==> src/rtl/scd_pkg.sv <==
// shared types, constants and a helper function for the serial servo command decoder
`timescale 1ns / 1ps
`default_nettype none
package scd_pkg;

    // result status codes
    localparam logic [1:0] ST_DIGIT    = 2'd0;
    localparam logic [1:0] ST_SERVO    = 2'd1;
    localparam logic [1:0] ST_SEQUENCE = 2'd2;
    localparam logic [1:0] ST_BAD      = 2'd3;

    // received byte codes
    localparam logic [7:0] CHAR_ZERO = 8'd48;
    localparam logic [7:0] CHAR_NINE = 8'd57;
    localparam logic [7:0] CHAR_A    = 8'd97;
    localparam logic [7:0] CHAR_F    = 8'd102;
    localparam logic [7:0] CHAR_SEQ  = 8'd103;

    localparam int         ACCUM_WIDTH_DEF = 16;
    localparam logic [7:0] ANGLE_MAX       = 8'd180;
    localparam logic [8:0] OFF_BASE        = 9'd110;

    // off count = 110 + 2*a + floor(116*a/1000)
    // floor(116*a/1000) = floor(29*a/250) = (a * 29 * ceil(2^24/250)) >> 24, exact for a <= 180
    localparam int          OFF_RECIP_SHIFT = 24;
    localparam logic [20:0] OFF_RECIP       = 21'd1946161;
    localparam int          OFF_PROD_WIDTH  = 29;

    // last member sits in the lowest bits, so status lands in tdata[1:0]
    typedef struct packed {
        logic [8:0] off_count;
        logic [7:0] angle_value;
        logic [3:0] pwm_channel;
        logic [2:0] servo_index;
        logic [1:0] status;
    } t_scd_res;

    localparam int RES_WIDTH   = $bits(t_scd_res);
    localparam int TDATA_WIDTH = ((RES_WIDTH + 7) / 8) * 8;

    // expander channel of each servo
    function automatic logic [3:0] servo_channel(input logic [2:0] idx);
        logic [3:0] ch;
        case (idx)
            3'd0:    ch = 4'd0;
            3'd1:    ch = 4'd1;
            3'd2:    ch = 4'd2;
            3'd3:    ch = 4'd9;
            3'd4:    ch = 4'd11;
            3'd5:    ch = 4'd10;
            default: ch = 4'd0;
        endcase
        return ch;
    endfunction

endpackage
`default_nettype wire

==> src/rtl/serial_servo_command_decoder.sv <==
// top level of the serial servo command decoder: input register, decode, result register
//
//  channel   dir  handshake                 payload
//  s_axis    in   s_axis_tvalid/tready      tdata[7:0] rx_byte
//  m_axis    out  m_axis_tvalid/tready      tdata[25:0] status, servo_index, pwm_channel,
//                                           angle_value, off_count
//
// one word accepted per cycle while the result stage is not stalled
// each word goes through the input register, the decode, then the result register
// synchronous active-low reset clears the valid flags and the accumulator
// a stalled result holds; the input register keeps filling until both stages are full
// servo angles are reported in the result word clamped to ANGLE_MAX
`timescale 1ns / 1ps
`default_nettype none
module serial_servo_command_decoder #(
    parameter int ACCUM_WIDTH = scd_pkg::ACCUM_WIDTH_DEF
) (
    input  wire logic                            i_clk,
    input  wire logic                            i_rst_n,
    // slave side
    input  wire logic                            s_axis_tvalid,
    output logic                                 s_axis_tready,
    input  wire logic [7:0]                      s_axis_tdata,  // [7:0] rx_byte
    // master side
    output logic                                 m_axis_tvalid,
    input  wire logic                            m_axis_tready,
    // [1:0] status, [4:2] servo_index, [8:5] pwm_channel, [16:9] angle_value,
    // [25:17] off_count, [31:26] zero
    output logic [scd_pkg::TDATA_WIDTH-1:0]      m_axis_tdata
);
    import scd_pkg::*;

    // input stage
    logic                   r_in_valid;
    logic [7:0]             r_in_byte;
    // running decimal number
    logic [ACCUM_WIDTH-1:0] r_acc;
    logic [ACCUM_WIDTH-1:0] n_acc;
    // result stage
    logic                   r_out_valid;
    t_scd_res               r_out_res;
    t_scd_res               n_out_res;

    logic                   advance;
    logic                   in_take;

    // input word moves to the result stage when that stage is empty or draining
    assign advance       = r_in_valid && (!r_out_valid || m_axis_tready);
    assign s_axis_tready = !r_in_valid || advance;
    assign in_take       = s_axis_tvalid && s_axis_tready;

    scd_decode #(
        .ACCUM_WIDTH(ACCUM_WIDTH)
    ) u_decode (
        .i_byte (r_in_byte),
        .i_acc  (r_acc),
        .o_acc  (n_acc),
        .o_res  (n_out_res)
    );

    // input register
    always_ff @(posedge i_clk) begin
        if (!i_rst_n) begin
            r_in_valid <= 1'b0;
        end else if (in_take) begin
            r_in_valid <= 1'b1;
        end else if (advance) begin
            r_in_valid <= 1'b0;
        end
    end

    always_ff @(posedge i_clk) begin
        if (in_take) begin
            r_in_byte <= s_axis_tdata;
        end
    end

    // accumulator follows the words in order as they leave the input stage
    always_ff @(posedge i_clk) begin
        if (!i_rst_n) begin
            r_acc <= '0;
        end else if (advance) begin
            r_acc <= n_acc;
        end
    end

    // result register
    always_ff @(posedge i_clk) begin
        if (!i_rst_n) begin
            r_out_valid <= 1'b0;
        end else if (advance) begin
            r_out_valid <= 1'b1;
        end else if (m_axis_tready) begin
            r_out_valid <= 1'b0;
        end
    end

    always_ff @(posedge i_clk) begin
        if (advance) begin
            r_out_res <= n_out_res;
        end
    end

    assign m_axis_tvalid = r_out_valid;
    assign m_axis_tdata  = TDATA_WIDTH'(r_out_res);

    // a waiting result is never overwritten
    a_no_overwrite: assert property (@(posedge i_clk) disable iff (!i_rst_n)
        (r_out_valid && !m_axis_tready) |-> !advance)
        else $error("result overwritten while stalled");

    // a servo or sequence word leaves the accumulator cleared
    a_acc_clear: assert property (@(posedge i_clk) disable iff (!i_rst_n)
        (advance && (n_out_res.status == ST_SERVO || n_out_res.status == ST_SEQUENCE))
        |=> (r_acc == '0))
        else $error("accumulator not cleared after letter");

    // stored angle stays in range, off count is at least its base and servo index is valid
    a_servo_range: assert property (@(posedge i_clk) disable iff (!i_rst_n)
        (r_out_valid && r_out_res.status == ST_SERVO)
        |-> (r_out_res.angle_value <= ANGLE_MAX && r_out_res.off_count >= OFF_BASE
             && r_out_res.servo_index <= 3'd5))
        else $error("servo result out of range");

    // non-servo results carry zero fields
    a_zero_fields: assert property (@(posedge i_clk) disable iff (!i_rst_n)
        (r_out_valid && r_out_res.status != ST_SERVO)
        |-> (r_out_res.servo_index == '0 && r_out_res.pwm_channel == '0
             && r_out_res.angle_value == '0 && r_out_res.off_count == '0))
        else $error("non-servo result has nonzero fields");

    // a taken result with nothing behind it empties the result stage
    a_drain: assert property (@(posedge i_clk) disable iff (!i_rst_n)
        (r_out_valid && m_axis_tready && !advance) |=> !r_out_valid)
        else $error("result stage did not drain");

endmodule
`default_nettype wire

==> src/rtl/scd_decode.sv <==
// byte classifier, accumulator update and servo off count for one received word
`timescale 1ns / 1ps
`default_nettype none
module scd_decode #(
    parameter int ACCUM_WIDTH = scd_pkg::ACCUM_WIDTH_DEF
) (
    input  wire logic [7:0]             i_byte,
    input  wire logic [ACCUM_WIDTH-1:0] i_acc,
    output logic      [ACCUM_WIDTH-1:0] o_acc,
    output scd_pkg::t_scd_res           o_res
);
    import scd_pkg::*;

    logic                      is_digit;
    logic                      is_letter;
    logic [3:0]                digit;
    logic [7:0]                letter_off;
    logic [7:0]                angle;
    logic [OFF_PROD_WIDTH-1:0] frac_prod;
    logic [ACCUM_WIDTH-1:0]    acc_times_ten;

    assign is_digit   = (i_byte >= CHAR_ZERO) && (i_byte <= CHAR_NINE);
    assign is_letter  = (i_byte >= CHAR_A) && (i_byte <= CHAR_F);
    assign digit      = 4'(i_byte - CHAR_ZERO);
    assign letter_off = i_byte - CHAR_A;

    // acc*10 as two shifts, wraps at the accumulator width
    assign acc_times_ten = (i_acc << 3) + (i_acc << 1);

    // clamp to the servo range
    assign angle = (i_acc > ACCUM_WIDTH'(ANGLE_MAX)) ? ANGLE_MAX : i_acc[7:0];

    assign frac_prod = OFF_PROD_WIDTH'(angle) * OFF_PROD_WIDTH'(OFF_RECIP);

    always_comb begin
        o_acc = i_acc;
        o_res = '0;
        if (is_digit) begin
            o_acc        = acc_times_ten + ACCUM_WIDTH'(digit);
            o_res.status = ST_DIGIT;
        end else if (is_letter) begin
            o_acc             = '0;
            o_res.status      = ST_SERVO;
            o_res.servo_index = letter_off[2:0];
            o_res.pwm_channel = servo_channel(letter_off[2:0]);
            o_res.angle_value = angle;
            o_res.off_count   = OFF_BASE + {angle, 1'b0}
                                + 9'(frac_prod[OFF_PROD_WIDTH-1:OFF_RECIP_SHIFT]);
        end else if (i_byte == CHAR_SEQ) begin
            o_acc        = '0;
            o_res.status = ST_SEQUENCE;
        end else begin
            o_res.status = ST_BAD;
        end
    end

endmodule
`default_nettype wire

==> config.mk <==
export PLATFORM = sky130hd
export DESIGN_NAME = serial_servo_command_decoder
export DESIGN_NICKNAME = d
export VERILOG_FILES = /design/src/rtl/scd_pkg.sv /design/src/rtl/serial_servo_command_decoder.sv /design/src/rtl/scd_decode.sv
export SDC_FILE = /design/constraint.sdc
export NUM_CORES = 1
export LEC_CHECK = 0
export BUFFER_PORTS_ARGS = -buffer_cell sky130_fd_sc_hd__buf_4
export CORE_MARGIN = 8
export CORE_UTILIZATION = 30
export DETAILED_ROUTE_END_ITERATION = 16
export GPL_TIMING_DRIVEN = 0
export SKIP_LAST_GASP = 1
export SLEW_MARGIN = 30
export SYNTH_ARGS = -nofsm -noshare
export SYNTH_HDL_FRONTEND = slang
export SYNTH_SLANG_ARGS = --single-unit
==> constraint.sdc <==
create_clock -name i_clk -period 9.8 [get_ports i_clk]
set_clock_uncertainty 0.15 [all_clocks]
set_input_delay 1.96 -clock i_clk [delete_from_list [all_inputs] [get_ports i_clk]]
set_output_delay 1.96 -clock i_clk [all_outputs]
set_load 0.01 [all_outputs]
==> results.md, run 1 <==
* Ys Warns at 0
* EDFF count, synth at 33
* Vias/cell at 4.72
* Primary FF master, synth: edfxtp_1
* Setup CP Type: reg2reg
* Pwr Total at 0.454 mW
* HP Class: reg2reg
* Crit path max fanout at 8
* Share of async-settable or async-resettable flops after synthesis at 0
* Final Util at 0.351
* N_diodes at 0
* Max incr delay on CP at 0.56 ns
* DRC Markers at 0
* Clock sinks at 51
* Leak at 3.17 nW
* Final worst-path cycle share at 0.778
* Layout cells sized above 1 at 0.134
* Routed length per placed instance at 13.8 um
* Fin crit period at 7.62 ns
* Commonest non-fill, non-tap cell in the layout: ha_1
* Setup TNS at 0 ns
* Crit. End Element: flip-flop
* CTS tree: done
* GRT overflow at 0
* Maximum clock insertion buffer count at 2
* Area of the mapped netlist at 5330 sq um
* Status: complete, no violations
* RSZ-0062 raised after global routing: no
* Nets at 748
* Mapped Cells at 544
* Drt initial violations at 226
* FILL cells at 1812
* Setup Buffers After CTS at 0
* Global-route wire length before repair at 19200 um
* Seq/Total Area, Yosys at 0.254
* Port bufs at 38
* Chip width at 149 um
* Die H at 149 um
* CORE AREA at 17400 sq um
* Core Rows at 48
* Max VDD drop at 68.0 uV
* Slew @ Worst Pin at 0.613 ns
* TritonCTS buffer count at 5
* Clock-pin slew on the worst setup and hold paths at 0.07 ns
* Final number of setup-violating endpoints at 0
* Total number of vias at 3886
* FF+latch count, synth at 51
* Largest net degree at the start of global routing at 28
* Synth unique cells at 62
* Final Cell Area at 6090 sq um
* Final Hold Viols at 0
* Synthesis-to-layout area growth at 14.3%
* Cts repair resizes at 0
* Clk Latency, worst-skew pair at 0.29 ns
* Most used cell, CP: ha_1
* Total GRT Usage at 0.104
* Gpl congestion at 0.828
* Pwr dens at 74.5 nW/um^2
* Max-cap violations at 0
* Commonest cells after routing, fill and taps aside: ha_1, inv_1, buf_4
* # IOs at 46
* Hpwl dp at 9350 um
* Initial antenna violation count at 0
* Arr. time, crit path at 7.59 ns
* Rel. slew slack at 0.591
* Fmax at 131 MHz
* Total wire length at 11300 um
* Initial core utilization at 0.307
* Setup crit start kind: flip-flop
* Area post-placement at 5940 sq um
* Critical-path top delay cell: fa_1
* Number of global-route vias before repair at 3904
* Synthesized area per cell at 9.79 sq um
* Antenna-violating nets left at 0
* H-tree depth at 2
* # hold bufs at CTS at 0
* Required @ worst endpoint at 9.77 ns
* CTS root buffer: clkbuf_16
* DRT Pass-1 Iters at 5
* Slew Limit Fails at 0
* Die ar. at 22300 sq um
-- worst max-delay path: cells and delay by family (launching register included) --
kind            cells  cell delay [ns]
fa+ha+maj           7             2.82
simple gates        9             2.10
compound gates      8             1.54
flops               1             0.35
buf+inv             3             0.35
xor+xnor            1             0.12
-- final timing paths --
kind	start	end	slack (ns)	cells past startpoint
worst max-delay path	r_acc[12]	m_axis_tdata[25]	2.18	28
worst min register to register	r_acc[15]	r_acc[15]	0.34	2
worst min-delay path	r_acc[15]	r_acc[15]	0.34	2
worst max register to register	r_acc[12]	m_axis_tdata[25]	2.18	28
-- where the power goes --
group / switching (mW) / internal, mW
clock: 0.0797 / 0.0948
sequential: 0.00372 / 0.235
combinational: 0.0217 / 0.0184
-- per-layer routing --
layer | track usage | part of all wire
met5 | 0 | 0
met4 | 0.0217 | 0.0075
met3 | 0.0143 | 0.040
met2 | 0.175 | 0.46
met1 | 0.139 | 0.49
-- cells by family (layout without fill, tap and decap cells) --
family	after synthesis	in the layout	synth area share
AO/OA/AOI/OAI	96	96	0.124
buffers and inverters	85	132	0.0693
other	1	9	0.000704
adder cells (fa/ha/maj)	139	139	0.364
XOR/XNOR	32	32	0.0526
AND/OR/NAND/NOR	140	140	0.136
flip-flops	51	51	0.254
-- synthesized netlist by cell type, types with 9 or more instances --
cell type | count | area, sq um
o21ai_0 | 17 | 85.1
clkbuf_1 | 10 | 37.5
nor2b_1 | 11 | 68.8
fa_1 | 27 | 541
dfxtp_1 | 18 | 360
xnor2_1 | 21 | 184
inv_1 | 63 | 236
ha_1 | 111 | 1390
nand3_1 | 21 | 105
edfxtp_1 | 33 | 991
xor2_1 | 11 | 96.3
nor2_1 | 33 | 124
a21oi_1 | 24 | 120
a21boi_0 | 9 | 67.6
nand2_1 | 32 | 120
-- metrics by stage --
step	hold WS, ns	instances	setup slack (ns)
2_1_floorplan	0.310	552	3.27
3_3_place_gp	0.332	815	2.12
3_5_place_dp	0.332	816	2.18
4_1_cts	0.342	824	2.10
5_1_grt	0.382	824	1.61
6_report	0.342	824	2.18
-- sequential cells by signal, summed over array words and instances (netlist names) --
register and count:
m_axis_tdata 25, r_in_byte 8, m_axis_tvalid 1, r_in_valid 1, r_acc 16
-- layout make-up --
type | count | area [sq um] | share of cell area
multi-input combinational | 416 | 3630 | 0.597
sequential | 51 | 1350 | 0.222
timing repair buffer | 39 | 305 | 0.0502
tap | 225 | 282 | 0.0462
inverter | 63 | 236 | 0.0388
buffer | 22 | 134 | 0.0220
clock buffer | 5 | 125 | 0.0206
clock inverter | 3 | 18.8 | 0.00308
(Power assumes the default switching activity.)
==> inputs of run 2 (changes only) <==
==> constraint.sdc (replaced) <==
create_clock -name i_clk -period 7.5 [get_ports i_clk]
set_clock_uncertainty 0.15 [all_clocks]
set_input_delay 1.5 -clock i_clk [delete_from_list [all_inputs] [get_ports i_clk]]
set_output_delay 1.5 -clock i_clk [all_outputs]
set_load 0.01 [all_outputs]
==> results.md, run 2 (same netlist as run 1, synthesis figures left out) <==
* Number of global-route vias before repair at 3907 (was 3904)
* Routed length per placed instance at 13.8 um (about the same)
* Max incr delay on CP at 0.56 ns (about the same)
* Slew @ Worst Pin at 0.626 ns (was 0.613 ns)
* M1 GR Usage at 0.139 (about the same)
* # IOs at 46 (unchanged)
* Final Cell Area at 6180 sq um (was 6090 sq um)
* HP Class: reg2reg (unchanged)
* Clk pwr share at 0.384 (was 0.385)
* Required @ worst endpoint at 7.48 ns (was 9.77 ns)
* DRC Markers at 0 (unchanged)
* Hpwl dp at 9350 um (unchanged)
* Commonest cells after routing, fill and taps aside: ha_1, inv_1, buf_4 (unchanged)
* Sw Ratio at 0.231 (was 0.232)
* Maximum clock insertion buffer count at 2 (unchanged)
* Area of the multi-input gates at 3720 sq um (was 3630 sq um)
* Vias/cell at 4.71 (was 4.72)
* Final worst-path cycle share at 0.949 (was 0.778)
* GRT overflow at 0 (unchanged)
* Total wire length at 11400 um (was 11300 um)
* Clk Latency, worst-skew pair at 0.29 ns (about the same)
* Max-cap violations at 0 (unchanged)
* Antenna-violating nets left at 0 (unchanged)
* Core Rows at 48 (unchanged)
* CORE AREA at 17400 sq um (unchanged)
* Busiest metal layer after global routing: met2 (unchanged)
* TritonCTS buffer count at 5 (unchanged)
* Rel. slew slack at 0.583 (was 0.591)
* Final Hold Viols at 0 (unchanged)
* Final number of setup-violating endpoints at 0 (unchanged)
* Final Util at 0.356 (was 0.351)
* Pwr dens at 95.7 nW/um^2 (was 74.5 nW/um^2)
* Max VDD drop at 88.5 uV (was 68.0 uV)
* FILL cells at 1793 (was 1812)
* Total GRT Usage at 0.104 (about the same)
* H-tree depth at 2 (unchanged)
* GRT met2 Usage at 0.176 (was 0.175)
* Max reg flops at 25 (unchanged)
* Layout cells sized above 1 at 0.160 (was 0.134)
* Fmax at 140 MHz (was 131 MHz)
* Internal power at 0.455 mW (was 0.348 mW)
* Drt initial violations at 202 (was 226)
* Port bufs at 38 (unchanged)
* Nets at 750 (was 748)
* Status: complete, no violations (unchanged)
* Die ar. at 22300 sq um (unchanged)
* Gpl congestion at 0.828 (unchanged)
* Commonest non-fill, non-tap cell in the layout: ha_1 (unchanged)
* Most used cell, CP: ha_1 (unchanged)
* Leak at 3.20 nW (was 3.17 nW)
* R2R Setup Slk at 0.38 ns (was 2.18 ns)
* Crit. End Element: flip-flop (unchanged)
* Largest net degree at the start of global routing at 28 (unchanged)
* Arr. time, crit path at 7.10 ns (was 7.59 ns)
* RSZ-0062 raised after global routing: yes (was no)
* Comb power frac at 0.089 (was 0.088)
* DRT Pass-1 Iters at 4 (was 5)
* Seq. cell area at 1350 sq um (unchanged)
* Initial antenna violation count at 0 (unchanged)
* Chip width at 149 um (unchanged)
* Clock-pin slew on the worst setup and hold paths at 0.07 ns (about the same)
* Setup crit start kind: flip-flop (unchanged)
* Fin crit period at 7.12 ns (was 7.62 ns)
* Area post-placement at 5940 sq um (unchanged)
* CTS root buffer: clkbuf_16 (unchanged)
* Die H at 149 um (unchanged)
* Total number of vias at 3893 (was 3886)
* Critical-path top delay cell: fa_1 (unchanged)
* Pwr Total at 0.592 mW (was 0.454 mW)
* Slew Limit Fails at 0 (unchanged)
* Setup CP Type: reg2reg (unchanged)
* N_diodes at 0 (unchanged)
* CTS tree: done (unchanged)
* Clock sinks at 51 (unchanged)
* Seq pwr share at 0.528 (was 0.527)
* GRT met3 Usage at 0.0143 (unchanged)
* Crit path max fanout at 10 (was 8)
* Global-route wire length before repair at 19200 um (about the same)
* P_sw at 0.136 mW (was 0.105 mW)
* Synthesis-to-layout area growth at 16.1% (was 14.3%)
* Initial core utilization at 0.307 (unchanged)
-- run 2: power by group through the flow --
stage | Sequential, mW | Combinational [mW] | Clock (mW)
detailed placement | 0.319 | 0.0529 | 0
global placement | 0.319 | 0.0511 | 0
finish | 0.312 | 0.0525 | 0.227
floorplan | 0.321 | 0.0281 | 0
CTS | 0.312 | 0.0532 | 0.232
global route | 0.313 | 0.0590 | 0.240
-- run 2: worst paths after layout --
kind | start | endpoint | depth (start not counted)
hold / removal | r_in_valid | m_axis_tvalid | 1
setup / recovery | r_acc[6] | m_axis_tdata[25] | 28
hold reg to reg | r_in_valid | m_axis_tvalid | 1
setup reg to reg | r_acc[6] | m_axis_tdata[25] | 28
-- run 2: layout make-up --
class,instances,share of cell area
multi-input cells,416,0.601
flip-flops and latches,51,0.219
repair buffers,41,0.0518
well taps,225,0.0455
inverters,63,0.0382
plain buffers,22,0.0217
clock buffers,5,0.0202
clock inverters,3,0.00304
-- run 2: stage by stage --
step / TNS, ns / setup slack [ns] / hold WS [ns] / instances
floorplan: 0 / 0.973 / 0.310 / 552
global placement: -0.260 / -0.175 / 0.332 / 815
detailed placement: -0.165 / -0.124 / 0.332 / 816
CTS: 0 / 0.0577 / 0.342 / 824
global route: -0.0435 / -0.0435 / 0.384 / 826
finish: 0 / 0.380 / 0.361 / 826
-- run 2: what timing repair did --
item	in CTS	in global routing
pin swaps	0	3
setup endpoints to repair	2	4
hold buffers	0	0
resized for setup	6	14
buffers inserted	0	2
-- run 2: per-layer routing --
metal  share of wire  up-vias  routed length (um)
met5               0        -                   0
met4          0.0081        0                  93
met3           0.039        7                 446
met2            0.47       61                5330
met1            0.49     1823                5560
li1                -     2002                   -
-- run 2: worst max-delay path: cells and delay by family, from the launching register on --
kind                       cells  cell delay, ns
DFF                            1            0.34
buffers and inverters          4            0.43
xor gates and xnor gates       1            0.12
AOI/OAI and AO/OA              9            1.56
and+or+nand+nor                7            1.51
adders and majority gates      7            2.85
==> inputs of run 3 (changes only) <==
--- a/config.mk
+++ b/config.mk
@@ -5,11 +5,12 @@
 export SDC_FILE = /design/constraint.sdc
 export NUM_CORES = 1
 export LEC_CHECK = 0
-export BUFFER_PORTS_ARGS = -buffer_cell sky130_fd_sc_hd__buf_4
+export BUFFER_PORTS_ARGS = -buffer_cell sky130_fd_sc_hd__buf_2
 export CORE_MARGIN = 8
 export CORE_UTILIZATION = 30
 export DETAILED_ROUTE_END_ITERATION = 16
 export GPL_TIMING_DRIVEN = 0
+export HOLD_SLACK_MARGIN = 0.08
 export SKIP_LAST_GASP = 1
 export SLEW_MARGIN = 30
 export SYNTH_ARGS = -nofsm -noshare
==> results.md, run 3 (same netlist as run 1, synthesis figures left out) <==
* Status: complete, no violations (unchanged)
* Total number of vias at 3863 (was 3893)
* Synthesis-to-layout area growth at 14.5% (was 16.1%)
* Cells on worst reg2reg path at 30 (was 28)
* Seq. cell area at 1350 sq um (unchanged)
* Routed length per placed instance at 13.9 um (was 13.8 um)
* Clock-pin slew on the worst setup and hold paths at 0.07 ns (about the same)
* Setup crit start kind: flip-flop (unchanged)
* Initial antenna violation count at 0 (unchanged)
* N_diodes at 0 (unchanged)
* DRT Pass-1 Iters at 4 (unchanged)
* FILL cells at 1772 (was 1793)
* Slew Limit Fails at 0 (unchanged)
* Final Hold Viols at 0 (unchanged)
* HP Class: reg2reg (unchanged)
* Fin crit period at 7.18 ns (was 7.12 ns)
* Area of the multi-input gates at 3700 sq um (was 3720 sq um)
* Internal power at 0.461 mW (was 0.455 mW)
* CORE AREA at 17400 sq um (unchanged)
* Crit path max fanout at 6 (was 10)
* Setup CP Type: reg2reg (unchanged)
* Commonest cells after routing, fill and taps aside: ha_1, inv_1, buf_2 (was ha_1, inv_1, buf_4)
* Maximum clock insertion buffer count at 2 (unchanged)
* H-tree depth at 2 (unchanged)
* Drt initial violations at 204 (was 202)
* CTS tree: done (unchanged)
* Total GRT Usage at 0.105 (was 0.104)
* Required @ worst endpoint at 7.36 ns (was 7.48 ns)
* Fin cells at 828 (was 826)
* Fmax at 139 MHz (was 140 MHz)
* Reg-to-Reg Start: r_acc[8] (was r_acc[6])
* Clk pwr share at 0.400 (was 0.384)
* P_sw at 0.139 mW (was 0.136 mW)
* Pwr Total at 0.600 mW (was 0.592 mW)
* Worst Setup EP: m_axis_tdata[25] (unchanged)
* Core Rows at 48 (unchanged)
* Clock sinks at 51 (unchanged)
* Max incr delay on CP at 0.56 ns (about the same)
* Seq pwr share at 0.520 (was 0.528)
* DRC Markers at 0 (unchanged)
* R2R Path End: m_axis_tdata[25] (unchanged)
* Final worst-path cycle share at 0.957 (was 0.949)
* Vias/cell at 4.67 (was 4.71)
* Sw Ratio at 0.232 (was 0.231)
* Die H at 149 um (unchanged)
* Port bufs at 38 (unchanged)
* Worst Setup SP: r_acc[8] (was r_acc[6])
* Rel. slew slack at 0.575 (was 0.583)
* Max VDD drop at 82.7 uV (was 88.5 uV)
* Hpwl dp at 9290 um (was 9350 um)
* # IOs at 46 (unchanged)
* CP Depth at 30 (was 28)
* Global-route wire length before repair at 19100 um (was 19200 um)
* Pwr dens at 98.4 nW/um^2 (was 95.7 nW/um^2)
* R2R Setup Slk at 0.32 ns (was 0.38 ns)
* RSZ-0062 raised after global routing: yes (unchanged)
* Crit. End Element: flip-flop (unchanged)
* # hold bufs at CTS at 0 (unchanged)
* Min Hold Slack at 0.360 ns (was 0.361 ns)
* Comb power frac at 0.081 (was 0.089)
* Chip width at 149 um (unchanged)
* Most used cell, CP: ha_1 (unchanged)
* Number of global-route vias before repair at 3861 (was 3907)
* Final number of setup-violating endpoints at 0 (unchanged)
* Nets at 752 (was 750)
* CTS root buffer: clkbuf_16 (unchanged)
* Critical-path top delay cell: fa_1 (unchanged)
* Crit path buf inv count at 5 (was 4)
* TritonCTS buffer count at 5 (unchanged)
* Layout cells sized above 1 at 0.156 (was 0.160)
* Total wire length at 11500 um (was 11400 um)
* Gpl congestion at 0.820 (was 0.828)
* Largest net degree at the start of global routing at 28 (unchanged)
* Die ar. at 22300 sq um (unchanged)
* Commonest non-fill, non-tap cell in the layout: ha_1 (unchanged)
* Setup TNS at 0 ns (unchanged)
* Clk Latency, worst-skew pair at 0.29 ns (about the same)
* Initial core utilization at 0.307 (unchanged)
* Antenna-violating nets left at 0 (unchanged)
* DP Cell Count at 816 (unchanged)
* Arr. time, crit path at 7.04 ns (was 7.10 ns)
* Critical path's top delay family: adder cells (unchanged)
* Leak at 3.17 nW (was 3.20 nW)
* Slew @ Worst Pin at 0.637 ns (was 0.626 ns)
* Max reg flops at 25 (unchanged)
* Max-cap violations at 0 (unchanged)
* GRT overflow at 0 (unchanged)
==> run 3: cell types whose count changed in the layout (fill, tap and decap cells not counted), sizes merged <==
cell	previous run	this run
buf	52	54
clkbuf	16	17
clkinv	2	1
==> run 3: worst min-delay path by stage <==
stage	startpoint	end	slack [ns]	depth (start not counted)
finish	r_in_valid	m_axis_tvalid	0.36	1
global route	r_in_valid	m_axis_tvalid	0.39	1
CTS	r_acc[15]	r_acc[15]	0.34	2
detailed placement	r_acc[15]	r_acc[15]	0.33	2
global placement	r_acc[15]	r_acc[15]	0.33	2
floorplan	r_acc[15]	r_acc[15]	0.31	2
==> run 3: worst reg2reg max path, delay by kind of cell, from the launching register on <==
family / cells / cell delay, ns
AOI/OAI and AO/OA: 8 / 1.37
xor gates and xnor gates: 1 / 0.13
adders and majority gates: 8 / 2.93
buffers and inverters: 5 / 0.33
DFF: 1 / 0.36
and+or+nand+nor: 8 / 1.62
==> run 3: power groups by stage <==
stage          logic, mW  registers [mW]  clock network, mW
5_1_grt           0.0548           0.313              0.254
6_report          0.0483           0.312              0.240
3_5_place_dp      0.0486           0.318                  0
3_3_place_gp      0.0467           0.318                  0
2_1_floorplan     0.0281           0.321                  0
4_1_cts           0.0489           0.312              0.243
==> run 3: cell type report <==
type	instances	area share
Clock buffer	6	0.0228
Inverter	63	0.0388
Timing Repair Buffer	43	0.0394
Sequential cell	51	0.222
Multi-Input combinational cell	416	0.607
Clock inverter	2	0.00226
Buffer	22	0.0220
Tap cell	225	0.0462
==> run 3: per-layer routing <==
layer	vias to the layer above	global-route usage	wire length (um)
met3	5	0.0176	447
met4	0	0.0202	80
met1	1798	0.139	5640
li1	2004	-	-
met2	56	0.176	5310
met5	-	0	0
==> run 3: per-stage QoR <==
step	cell area (sq um)	setup WS, ns	util
floorplan	5360	0.973	-
global placement	5830	-0.176	0.336
detailed placement	5850	-0.167	0.337
CTS	6030	0.00667	0.347
global route	6090	-0.0644	0.351
finish	6090	0.321	0.351
==> run 3: repair_timing <==
item,4_1_cts,5_1_grt
endpoints found under the setup margin,2,3
cloned,0,0
resized for setup,5,12
pin swaps,0,4
setup buffers,0,4
